**config.mk**
```make
export PLATFORM = sky130hd
export DESIGN_NAME = leveled_slot_pool_allocator
export DESIGN_NICKNAME = d
export VERILOG_FILES = /design/src/rtl/lspa_pkg.sv /design/src/rtl/lspa_queue.sv /design/src/rtl/lspa_front.sv /design/src/rtl/lspa_back.sv /design/src/rtl/leveled_slot_pool_allocator.sv
export VERILOG_INCLUDE_DIRS = /design/src /design/src/rtl
export SDC_FILE = /design/constraint.sdc
export NUM_CORES = 2
export LEC_CHECK = 0
export ABC_AREA = 0
export ABC_CLOCK_PERIOD_IN_PS = 7200
export BUFFER_PORTS_ARGS = -buffer_cell sky130_fd_sc_hd__buf_2
export CAP_MARGIN = 0
export CORE_MARGIN = 2
export CORE_UTILIZATION = 32
export DETAILED_ROUTE_END_ITERATION = 12
export SETUP_SLACK_MARGIN = 0.05
export SYNTH_ARGS = -nofsm -noshare
export SYNTH_HDL_FRONTEND = slang
export SYNTH_SLANG_ARGS = --single-unit
export TNS_END_PERCENT = 100
```
**constraint.sdc**
```tcl
create_clock -name clk -period 7.2 [get_ports clk]
set_clock_uncertainty 0.05 [all_clocks]
set_input_delay 0 -clock clk [delete_from_list [all_inputs] [get_ports clk]]
set_output_delay 0 -clock clk [all_outputs]
set_load 0.005 [all_outputs]
```
**src/rtl/leveled_slot_pool_allocator_defines.svh**
```systemverilog
// assertion macros used by the asserting top-level file
`ifndef LEVELED_SLOT_POOL_ALLOCATOR_DEFINES_SVH
`define LEVELED_SLOT_POOL_ALLOCATOR_DEFINES_SVH

// same-cycle implication, sampled on clk, off while in reset
`define LSPA_ASSERT_IMPLY(label, ante, cons) \
    label: assert property (@(posedge clk) disable iff (!rst_n) (ante) |-> (cons)) \
        else $error("lspa: implication failed");

// next-cycle implication, sampled on clk, off while in reset
`define LSPA_ASSERT_NEXT(label, ante, cons) \
    label: assert property (@(posedge clk) disable iff (!rst_n) (ante) |=> (cons)) \
        else $error("lspa: next-cycle implication failed");

`endif

```
**src/rtl/lspa_pkg.sv**
```systemverilog
package lspa_pkg;

    // widths fixed by the request and result fields
    localparam int OP_W     = 2;
    localparam int LEVEL_W  = 2;
    localparam int SLOT_W   = 4;
    localparam int NOW_W    = 32;
    localparam int MASK_W   = 16;
    localparam int MAP_W    = 32;
    localparam int HOLD_W   = 8;

    // slots that the enable and level registers can describe
    localparam int MAP_SLOTS = 16;
    localparam int LEVEL_COUNT = 4;

    localparam int SLOT_COUNT_DEF = 16;
    localparam int TIME_BITS_DEF  = 32;
    localparam int QUEUE_DEPTH    = 2;

    localparam logic [HOLD_W-1:0] HOLD_RESET = 8'd5;

    // configuration register indexes
    localparam logic [1:0] REG_ENABLE    = 2'd0;
    localparam logic [1:0] REG_LEVEL_MAP = 2'd1;
    localparam logic [1:0] REG_HOLD      = 2'd2;
    localparam int PADDR_W = 4;

    typedef enum logic [OP_W-1:0] {
        OP_ACQUIRE  = 2'd0,
        OP_RELEASE  = 2'd1,
        OP_SWEEP    = 2'd2,
        OP_RESERVED = 2'd3
    } op_t;

    typedef enum logic [2:0] {
        K_ACQ      = 3'd0,
        K_ACQ_FAIL = 3'd1,
        K_REL      = 3'd2,
        K_SWEEP    = 3'd3,
        K_NOP      = 3'd4
    } kind_t;

    typedef struct packed {
        kind_t               kind;
        logic [LEVEL_W-1:0]  level;
        logic [SLOT_W-1:0]   slot_index;
        logic                was_used;
        logic [NOW_W-1:0]    now_time;
    } cmd_t;

    typedef struct packed {
        logic                status;
        logic [SLOT_W-1:0]   granted_slot;
        logic [MASK_W-1:0]   closed_mask;
    } res_t;

    typedef struct packed {
        logic [MASK_W-1:0] enable;
        logic [MAP_W-1:0]  level_map;
        logic [HOLD_W-1:0] hold;
    } cfg_t;

endpackage

```
**src/rtl/lspa_queue.sv**
```systemverilog
module lspa_queue #(
    parameter type T = logic,
    parameter int DEPTH = lspa_pkg::QUEUE_DEPTH
) (
    input  logic clk,
    input  logic rst_n,
    input  logic push,
    input  T     wdata,
    output logic full,
    input  logic pop,
    output T     rdata,
    output logic empty
);

    localparam int AW = $clog2(DEPTH);

    T               mem_reg [DEPTH];
    logic [AW-1:0]  wr_reg;
    logic [AW-1:0]  wr_next;
    logic [AW-1:0]  rd_reg;
    logic [AW-1:0]  rd_next;
    logic [AW:0]    cnt_reg;
    logic [AW:0]    cnt_next;
    logic           push_ok;
    logic           pop_ok;

    assign full    = (cnt_reg == (AW+1)'(DEPTH));
    assign empty   = (cnt_reg == '0);
    assign push_ok = push && !full;
    assign pop_ok  = pop && !empty;
    assign rdata   = mem_reg[rd_reg];

    always_comb
    begin
        wr_next  = push_ok ? wr_reg + 1'b1 : wr_reg;
        rd_next  = pop_ok ? rd_reg + 1'b1 : rd_reg;
        cnt_next = cnt_reg;
        unique case ({push_ok, pop_ok})
            2'b10:   cnt_next = cnt_reg + 1'b1;
            2'b01:   cnt_next = cnt_reg - 1'b1;
            default: cnt_next = cnt_reg;
        endcase
    end

    always_ff @(posedge clk)
    begin
        if (push_ok)
        begin
            mem_reg[wr_reg] <= wdata;
        end
    end

    always_ff @(posedge clk or negedge rst_n)
    begin
        if (!rst_n)
        begin
            wr_reg  <= '0;
            rd_reg  <= '0;
            cnt_reg <= '0;
        end
        else
        begin
            wr_reg  <= wr_next;
            rd_reg  <= rd_next;
            cnt_reg <= cnt_next;
        end
    end

endmodule

```
**src/rtl/lspa_front.sv**
```systemverilog
module lspa_front (
    input  logic                          clk,
    input  logic                          rst_n,
    input  logic                          push,
    output logic                          full,
    input  logic [lspa_pkg::OP_W-1:0]     op,
    input  logic [lspa_pkg::LEVEL_W-1:0]  level,
    input  logic [lspa_pkg::SLOT_W-1:0]   slot_index,
    input  logic                          was_used,
    input  logic [lspa_pkg::NOW_W-1:0]    now_time,
    input  logic                          cmd_pop,
    output lspa_pkg::cmd_t                cmd,
    output logic                          cmd_empty
);

    lspa_pkg::cmd_t cmd_in;
    logic           level_ok;

    // a level with no slots behind it can only fail
    assign level_ok = int'(level) < lspa_pkg::LEVEL_COUNT;

    always_comb
    begin
        cmd_in.level      = level;
        cmd_in.slot_index = slot_index;
        cmd_in.was_used   = was_used;
        cmd_in.now_time   = now_time;
        unique case (op)
            lspa_pkg::OP_ACQUIRE: cmd_in.kind = level_ok ? lspa_pkg::K_ACQ
                                                         : lspa_pkg::K_ACQ_FAIL;
            lspa_pkg::OP_RELEASE: cmd_in.kind = lspa_pkg::K_REL;
            lspa_pkg::OP_SWEEP:   cmd_in.kind = lspa_pkg::K_SWEEP;
            default:              cmd_in.kind = lspa_pkg::K_NOP;
        endcase
    end

    lspa_queue #(
        .T     (lspa_pkg::cmd_t),
        .DEPTH (lspa_pkg::QUEUE_DEPTH)
    ) u_cmd_queue (
        .clk   (clk),
        .rst_n (rst_n),
        .push  (push),
        .wdata (cmd_in),
        .full  (full),
        .pop   (cmd_pop),
        .rdata (cmd),
        .empty (cmd_empty)
    );

endmodule

```
**src/rtl/lspa_back.sv**
```systemverilog
module lspa_back #(
    parameter int SLOT_COUNT = lspa_pkg::SLOT_COUNT_DEF,
    parameter int TIME_BITS  = lspa_pkg::TIME_BITS_DEF
) (
    input  logic           clk,
    input  logic           rst_n,
    input  lspa_pkg::cfg_t cfg,
    input  lspa_pkg::cmd_t cmd,
    input  logic           cmd_empty,
    output logic           cmd_pop,
    input  logic           res_full,
    output logic           res_push,
    output lspa_pkg::res_t res
);

    // slots beyond the register map never become busy or connected
    localparam int POOL = (SLOT_COUNT < lspa_pkg::MAP_SLOTS) ? SLOT_COUNT
                                                             : lspa_pkg::MAP_SLOTS;
    localparam int STAMP_W = (TIME_BITS < lspa_pkg::NOW_W) ? TIME_BITS : lspa_pkg::NOW_W;
    localparam bit WIDE_TIME = TIME_BITS > lspa_pkg::NOW_W;

    logic [POOL-1:0]     busy_reg;
    logic [POOL-1:0]     busy_next;
    logic [POOL-1:0]     conn_reg;
    logic [POOL-1:0]     conn_next;
    logic [STAMP_W-1:0]  stamp_reg [POOL];
    logic [POOL-1:0]     stamp_we;

    logic [STAMP_W-1:0]  now_s;
    logic [POOL-1:0]     cand;
    logic [POOL-1:0]     first;
    logic [POOL-1:0]     hit;
    logic [POOL-1:0]     closing;
    logic [STAMP_W:0]    diff [POOL];
    logic [lspa_pkg::SLOT_W-1:0]  gidx;
    logic [lspa_pkg::LEVEL_W-1:0] slot_lvl [POOL];

    assign cmd_pop  = !cmd_empty && !res_full;
    assign res_push = cmd_pop;
    assign now_s    = cmd.now_time[STAMP_W-1:0];

    always_comb
    begin
        for (int i = 0; i < POOL; i++)
        begin
            slot_lvl[i] = cfg.level_map[2*i +: 2];
            cand[i] = cfg.enable[i] && !busy_reg[i] && (slot_lvl[i] == cmd.level)
                      && (int'(slot_lvl[i]) < lspa_pkg::LEVEL_COUNT);
            hit[i]  = (cmd.slot_index == lspa_pkg::SLOT_W'(i));
            // extra top bit is the borrow of the wrapping difference
            diff[i] = {1'b0, now_s} - {1'b0, stamp_reg[i]};
            closing[i] = !busy_reg[i] && conn_reg[i]
                         && ((WIDE_TIME && diff[i][STAMP_W])
                             || (diff[i][STAMP_W-1:0] > STAMP_W'(cfg.hold)));
        end
    end

    // lowest free candidate, then its index
    assign first = cand & (~cand + POOL'(1));

    always_comb
    begin
        gidx = '0;
        for (int i = 0; i < POOL; i++)
        begin
            if (first[i])
            begin
                gidx = gidx | lspa_pkg::SLOT_W'(i);
            end
        end
    end

    always_comb
    begin
        busy_next = busy_reg;
        conn_next = conn_reg;
        stamp_we  = '0;
        res       = '0;
        if (cmd_pop)
        begin
            unique case (cmd.kind)
                lspa_pkg::K_ACQ:
                begin
                    if (|cand)
                    begin
                        busy_next        = busy_reg | first;
                        res.granted_slot = gidx;
                    end
                    else
                    begin
                        res.status = 1'b1;
                    end
                end
                lspa_pkg::K_ACQ_FAIL:
                begin
                    res.status = 1'b1;
                end
                lspa_pkg::K_REL:
                begin
                    busy_next = busy_reg & ~(hit & busy_reg);
                    if (cmd.was_used)
                    begin
                        conn_next = conn_reg | (hit & busy_reg);
                        stamp_we  = hit & busy_reg;
                    end
                end
                lspa_pkg::K_SWEEP:
                begin
                    conn_next       = conn_reg & ~closing;
                    res.closed_mask = lspa_pkg::MASK_W'(closing);
                end
                default:
                begin
                    res = '0;
                end
            endcase
        end
    end

    always_ff @(posedge clk)
    begin
        for (int i = 0; i < POOL; i++)
        begin
            if (stamp_we[i])
            begin
                stamp_reg[i] <= now_s;
            end
        end
    end

    always_ff @(posedge clk or negedge rst_n)
    begin
        if (!rst_n)
        begin
            busy_reg <= '0;
            conn_reg <= '0;
        end
        else
        begin
            busy_reg <= busy_next;
            conn_reg <= conn_next;
        end
    end

endmodule

```
**src/rtl/leveled_slot_pool_allocator.sv**
```systemverilog
// leveled slot pool allocator
// requests enter through push/full: acquire a slot of a level, release a slot
// (optionally stamping it connected at now_time), or sweep idle connected slots
// results leave through empty/pop, one per request, in request order
// configuration sits behind an apb-style port; write it only while the block is
// idle. registers: enable mask at 0x0, level map at 0x4, hold limit at 0x8
// a request is classified as it is accepted into a two-entry command queue,
// executed from the queue head when the result queue has room, and its result
// is registered in the result queue, whose head drives the result ports
// throughput is one request per cycle while the result queue has room, set by
// the executor (first-free priority pick and one idle comparator per slot),
// which handles each request combinationally, feeding a two-entry result queue
// when pop stays low the result queue fills, the executor holds, then the
// command queue fills and full rises; nothing is dropped
// reset empties both queues, frees and disconnects every slot, and sets the
// registers to enable 0, level map 0 and hold limit 5
`include "leveled_slot_pool_allocator_defines.svh"

module leveled_slot_pool_allocator #(
    parameter int SLOT_COUNT = lspa_pkg::SLOT_COUNT_DEF,
    parameter int TIME_BITS  = lspa_pkg::TIME_BITS_DEF
) (
    input  logic                           clk,
    input  logic                           rst_n,
    input  logic                           push,
    output logic                           full,
    input  logic [lspa_pkg::OP_W-1:0]      op,
    input  logic [lspa_pkg::LEVEL_W-1:0]   level,
    input  logic [lspa_pkg::SLOT_W-1:0]    slot_index,
    input  logic                           was_used,
    input  logic [lspa_pkg::NOW_W-1:0]     now_time,
    output logic                           empty,
    input  logic                           pop,
    output logic                           status,
    output logic [lspa_pkg::SLOT_W-1:0]    granted_slot,
    output logic [lspa_pkg::MASK_W-1:0]    closed_mask,
    input  logic                           psel,
    input  logic                           penable,
    input  logic                           pwrite,
    input  logic [lspa_pkg::PADDR_W-1:0]   paddr,
    input  logic [31:0]                    pwdata,
    output logic [31:0]                    prdata,
    output logic                           pready
);

    logic [lspa_pkg::MASK_W-1:0] enable_reg;
    logic [lspa_pkg::MAP_W-1:0]  level_map_reg;
    logic [lspa_pkg::HOLD_W-1:0] hold_reg;
    logic [1:0]                  reg_idx;
    logic                        wr_en;
    lspa_pkg::cfg_t              cfg;

    lspa_pkg::cmd_t cmd;
    logic           cmd_empty;
    logic           cmd_pop;
    lspa_pkg::res_t res_in;
    lspa_pkg::res_t res_out;
    logic           res_push;
    logic           res_full;

    assign pready  = 1'b1;
    assign reg_idx = paddr[3:2];
    assign wr_en   = psel && penable && pwrite && pready;

    always_comb
    begin
        unique case (reg_idx)
            lspa_pkg::REG_ENABLE:    prdata = 32'(enable_reg);
            lspa_pkg::REG_LEVEL_MAP: prdata = level_map_reg;
            lspa_pkg::REG_HOLD:      prdata = 32'(hold_reg);
            default:                 prdata = '0;
        endcase
    end

    always_ff @(posedge clk or negedge rst_n)
    begin
        if (!rst_n)
        begin
            enable_reg    <= '0;
            level_map_reg <= '0;
            hold_reg      <= lspa_pkg::HOLD_RESET;
        end
        else if (wr_en)
        begin
            unique case (reg_idx)
                lspa_pkg::REG_ENABLE:    enable_reg    <= pwdata[lspa_pkg::MASK_W-1:0];
                lspa_pkg::REG_LEVEL_MAP: level_map_reg <= pwdata;
                lspa_pkg::REG_HOLD:      hold_reg      <= pwdata[lspa_pkg::HOLD_W-1:0];
                default:                 hold_reg      <= hold_reg;
            endcase
        end
    end

    assign cfg.enable    = enable_reg;
    assign cfg.level_map = level_map_reg;
    assign cfg.hold      = hold_reg;

    lspa_front u_front (
        .clk        (clk),
        .rst_n      (rst_n),
        .push       (push),
        .full       (full),
        .op         (op),
        .level      (level),
        .slot_index (slot_index),
        .was_used   (was_used),
        .now_time   (now_time),
        .cmd_pop    (cmd_pop),
        .cmd        (cmd),
        .cmd_empty  (cmd_empty)
    );

    lspa_back #(
        .SLOT_COUNT (SLOT_COUNT),
        .TIME_BITS  (TIME_BITS)
    ) u_back (
        .clk       (clk),
        .rst_n     (rst_n),
        .cfg       (cfg),
        .cmd       (cmd),
        .cmd_empty (cmd_empty),
        .cmd_pop   (cmd_pop),
        .res_full  (res_full),
        .res_push  (res_push),
        .res       (res_in)
    );

    lspa_queue #(
        .T     (lspa_pkg::res_t),
        .DEPTH (lspa_pkg::QUEUE_DEPTH)
    ) u_res_queue (
        .clk   (clk),
        .rst_n (rst_n),
        .push  (res_push),
        .wdata (res_in),
        .full  (res_full),
        .pop   (pop),
        .rdata (res_out),
        .empty (empty)
    );

    assign status       = res_out.status;
    assign granted_slot = res_out.granted_slot;
    assign closed_mask  = res_out.closed_mask;

    // executor never writes into a full result queue
    `LSPA_ASSERT_IMPLY(a_res_no_overflow, res_push, !res_full)
    // a failed acquire carries no slot and no closed mask
    `LSPA_ASSERT_IMPLY(a_fail_clean, !empty && status, granted_slot == '0 && closed_mask == '0)
    // an accepted request is still queued at the next edge
    `LSPA_ASSERT_NEXT(a_cmd_held, push && !full, !cmd_empty)

endmodule
```
==> reports/qor.yml <==
outcome: "finished clean"
htree_levels: 3
syn_nets: 7453
worstMarginPinSlew_ns: 1.16
met2_usage: 0.342
ys_ff_latch: 734
insertion_delay_ns: 0.73
grt_max_degree: 66
rows: 159
numClockSinks: 734
wl_per_cell_um: 22.2
drv_cap: 0
ys_dominant_reg_cell: "edfxtp_1"
dieArea_um2: 193000
cts_buffers: 88
die_w_um: 440
root_buffer: "clkbuf_16"
fmax_ghz: 0.161
grt.busiest_layer: "met2"
synth_area_per_cell_um2: 9.08
nFillCells: 18975
leakagePower_uw: 0.0283
seq_area_frac_synth: 0.355
synth_cells: 6693
grt.met1_usage: 0.279
cts_max_path_buffers: 3
core_um2: 188000
synth_warnings: 0
timing.final.crit_share: 0.865
nNetsFinal: 7708
path_clk_slew_ns: 0.06
synth_edf_count: 638
io_buffers: 136
drc_errors: 0
layout.cells.most_common: "ha_1"
worstSetupPathType: "reg2reg"
tns_ns: 0
drt_iter0_markers: 4761
initial_core_util: 0.323
dp_slack_ns: 1.08
final_hold_viol_count: 0
gp_congestion: 0.963
regArea_um2: 21600
critPathMaxFanout: 24
start_kind: "flip-flop"
synth.distinct_cells: 96
worstPathRequired_ns: 7.62
drt-total-wl_um: 211000
rsz0062_at_grt: "no"
finalWorstSetupSlack_ns: 0.976
min_path_type: "in2reg"
die_h_um: 440
grt-ovfl-total: 0
drive_gt1_frac: 0.0842
synthToLayoutAreaGrowth_pct: 13.9
cts_setup_buffers: 0
power.density_nw_per_um2: 419
use_met3: 0.0246
track_usage: 0.211
drv_slew: 0
vias: 53698
antenna_found_initial: 20
detail-route-antenna-nets: 0
synth_async_sr_flop_share: 0.131
max_slew_margin: 0.223
post_drt_via_cell_ratio: 5.63
dp_hpwl_um: 153000
grt_pass1_wl_um: 314000
mappedNetlistArea_um2: 60800
fin_crit_ns: 6.22
largest_reg_flops: 512
first_pass_iters: 7
ios: 140
end_kind: "flip-flop"
max-vdd-ir-drop_v: 0.000307
cts_tree: "done"
arrival_ns: 6.65
setup_viol: 0
multi_input_area_um2: 36000
first_global_vias: 51193
final_cell_mix: "ha_1, edfxtp_1, inv_1"
## layout make-up
type | count | area share
inverters | 638 | 0.0346
clock buffers | 118 | 0.0362
flip-flops and latches | 734 | 0.312
multi-input cells | 5099 | 0.520
well taps | 2495 | 0.0451
diodes | 18 | 0.000651
repair buffers | 387 | 0.0435
clock inverters | 47 | 0.00815
## cells by family (layout without fill, tap and decap cells)
group,after synthesis,in the layout,synth area share
simple gates,1962,1962,0.162
compound gates,1948,1948,0.207
buf+inv,860,1190,0.0537
flops,734,734,0.355
fa+ha+maj,676,676,0.141
xor+xnor,320,320,0.0462
mux,192,192,0.0347
other cells,1,19,0.0000617
## worst max-delay path, cell delays in order (launching register included)
cell and delay (ns):
dfrtp_2 0.57, buf_4 0.41, mux2_2 0.58, ha_1 0.39, and2_1 0.21, a221o_1 0.32, nor2_1 0.28, o21ai_0 0.17
xor2_1 0.17, ha_1 0.32, a21oi_1 0.17, o21ai_0 0.13, mux2i_1 0.15, a21oi_1 0.06, a2111oi_0 0.52, and4_1 0.27
o2111ai_1 0.12, a2111oi_0 0.51, nand4_1 0.26, o211a_1 0.29
## final timing paths
check | from | to | slack (ns) | depth (start not counted)
max | u_front.u_cmd_queue.rd_reg | u_res_queue.mem_reg[0][1] | 0.98 | 19
min | level[0] | u_front.u_cmd_queue.mem_reg[1][37] | 0.04 | 2
max reg2reg | u_front.u_cmd_queue.rd_reg | u_res_queue.mem_reg[0][1] | 0.98 | 19
min reg2reg | u_back.conn_reg[4] | u_back.conn_reg[4] | 0.42 | 1
max in group asynchronous | rst_n | level_map_reg[30] | 5.94 | 4
min in group asynchronous | rst_n | u_back.busy_reg[15] | 0.38 | 4
## through the flow
| stage | utilization | hold WS [ns] | total power, uW | cells | instance area [um2] |
|---|---|---|---|---|---|
| floorplan | - | -0.346 | 18100 | 6693 | 60800 |
| global placement | 0.344 | -0.0161 | 23700 | 9214 | 64700 |
| detailed placement | 0.344 | -0.00801 | 23900 | 9214 | 64700 |
| CTS | 0.368 | 0.000930 | 28900 | 9518 | 69200 |
| global route | 0.368 | 0.0204 | 31100 | 9529 | 69200 |
| finish | 0.368 | 0.0390 | 29000 | 9536 | 69200 |
## power breakdown
part           switching (uW)  internal [uW]
logic                   11800           6700
registers                 262           5410
clock network            1990           2820
## synthesized netlist by cell type, drive strengths merged, types with 26 or more instances
library cell	count	area (um2)
ha	660	8260
edfxtp	638	19200
inv	638	2390
a21oi	617	3090
nand2	503	1890
nor2	431	1620
o21ai	365	1830
xnor2	237	2080
clkbuf	201	754
nand4	164	1030
nand3	162	811
a21o	149	1120
nor3	142	716
mux2	125	1410
o211ai	114	856
nand2b	109	682
dfrtp	94	2350
o21a	90	676
a31oi	85	532
xor2	83	727
a211oi	72	541
mux2i	67	699
and3	65	407
nor2b	65	407
nor4	58	369
o21bai	57	428
and2	55	344
or3	38	238
o31ai	34	255
o2111ai	31	272
nor3b	30	225
nor4b	27	243
o22ai	26	163
## what timing repair did
action | CTS | global route
endpoints found under the hold margin | 208 | 0
hold buffers | 139 | 0
gates resized for setup | 0 | 0
setup endpoints to repair | 0 | 0
## layer usage
metal,up-vias,share of wire
met3,400,0.055
met5,-,0.000066
met4,2,0.050
li1,25496,-
met2,1647,0.46
met1,26153,0.44
Power figures use the tool's default switching activity.
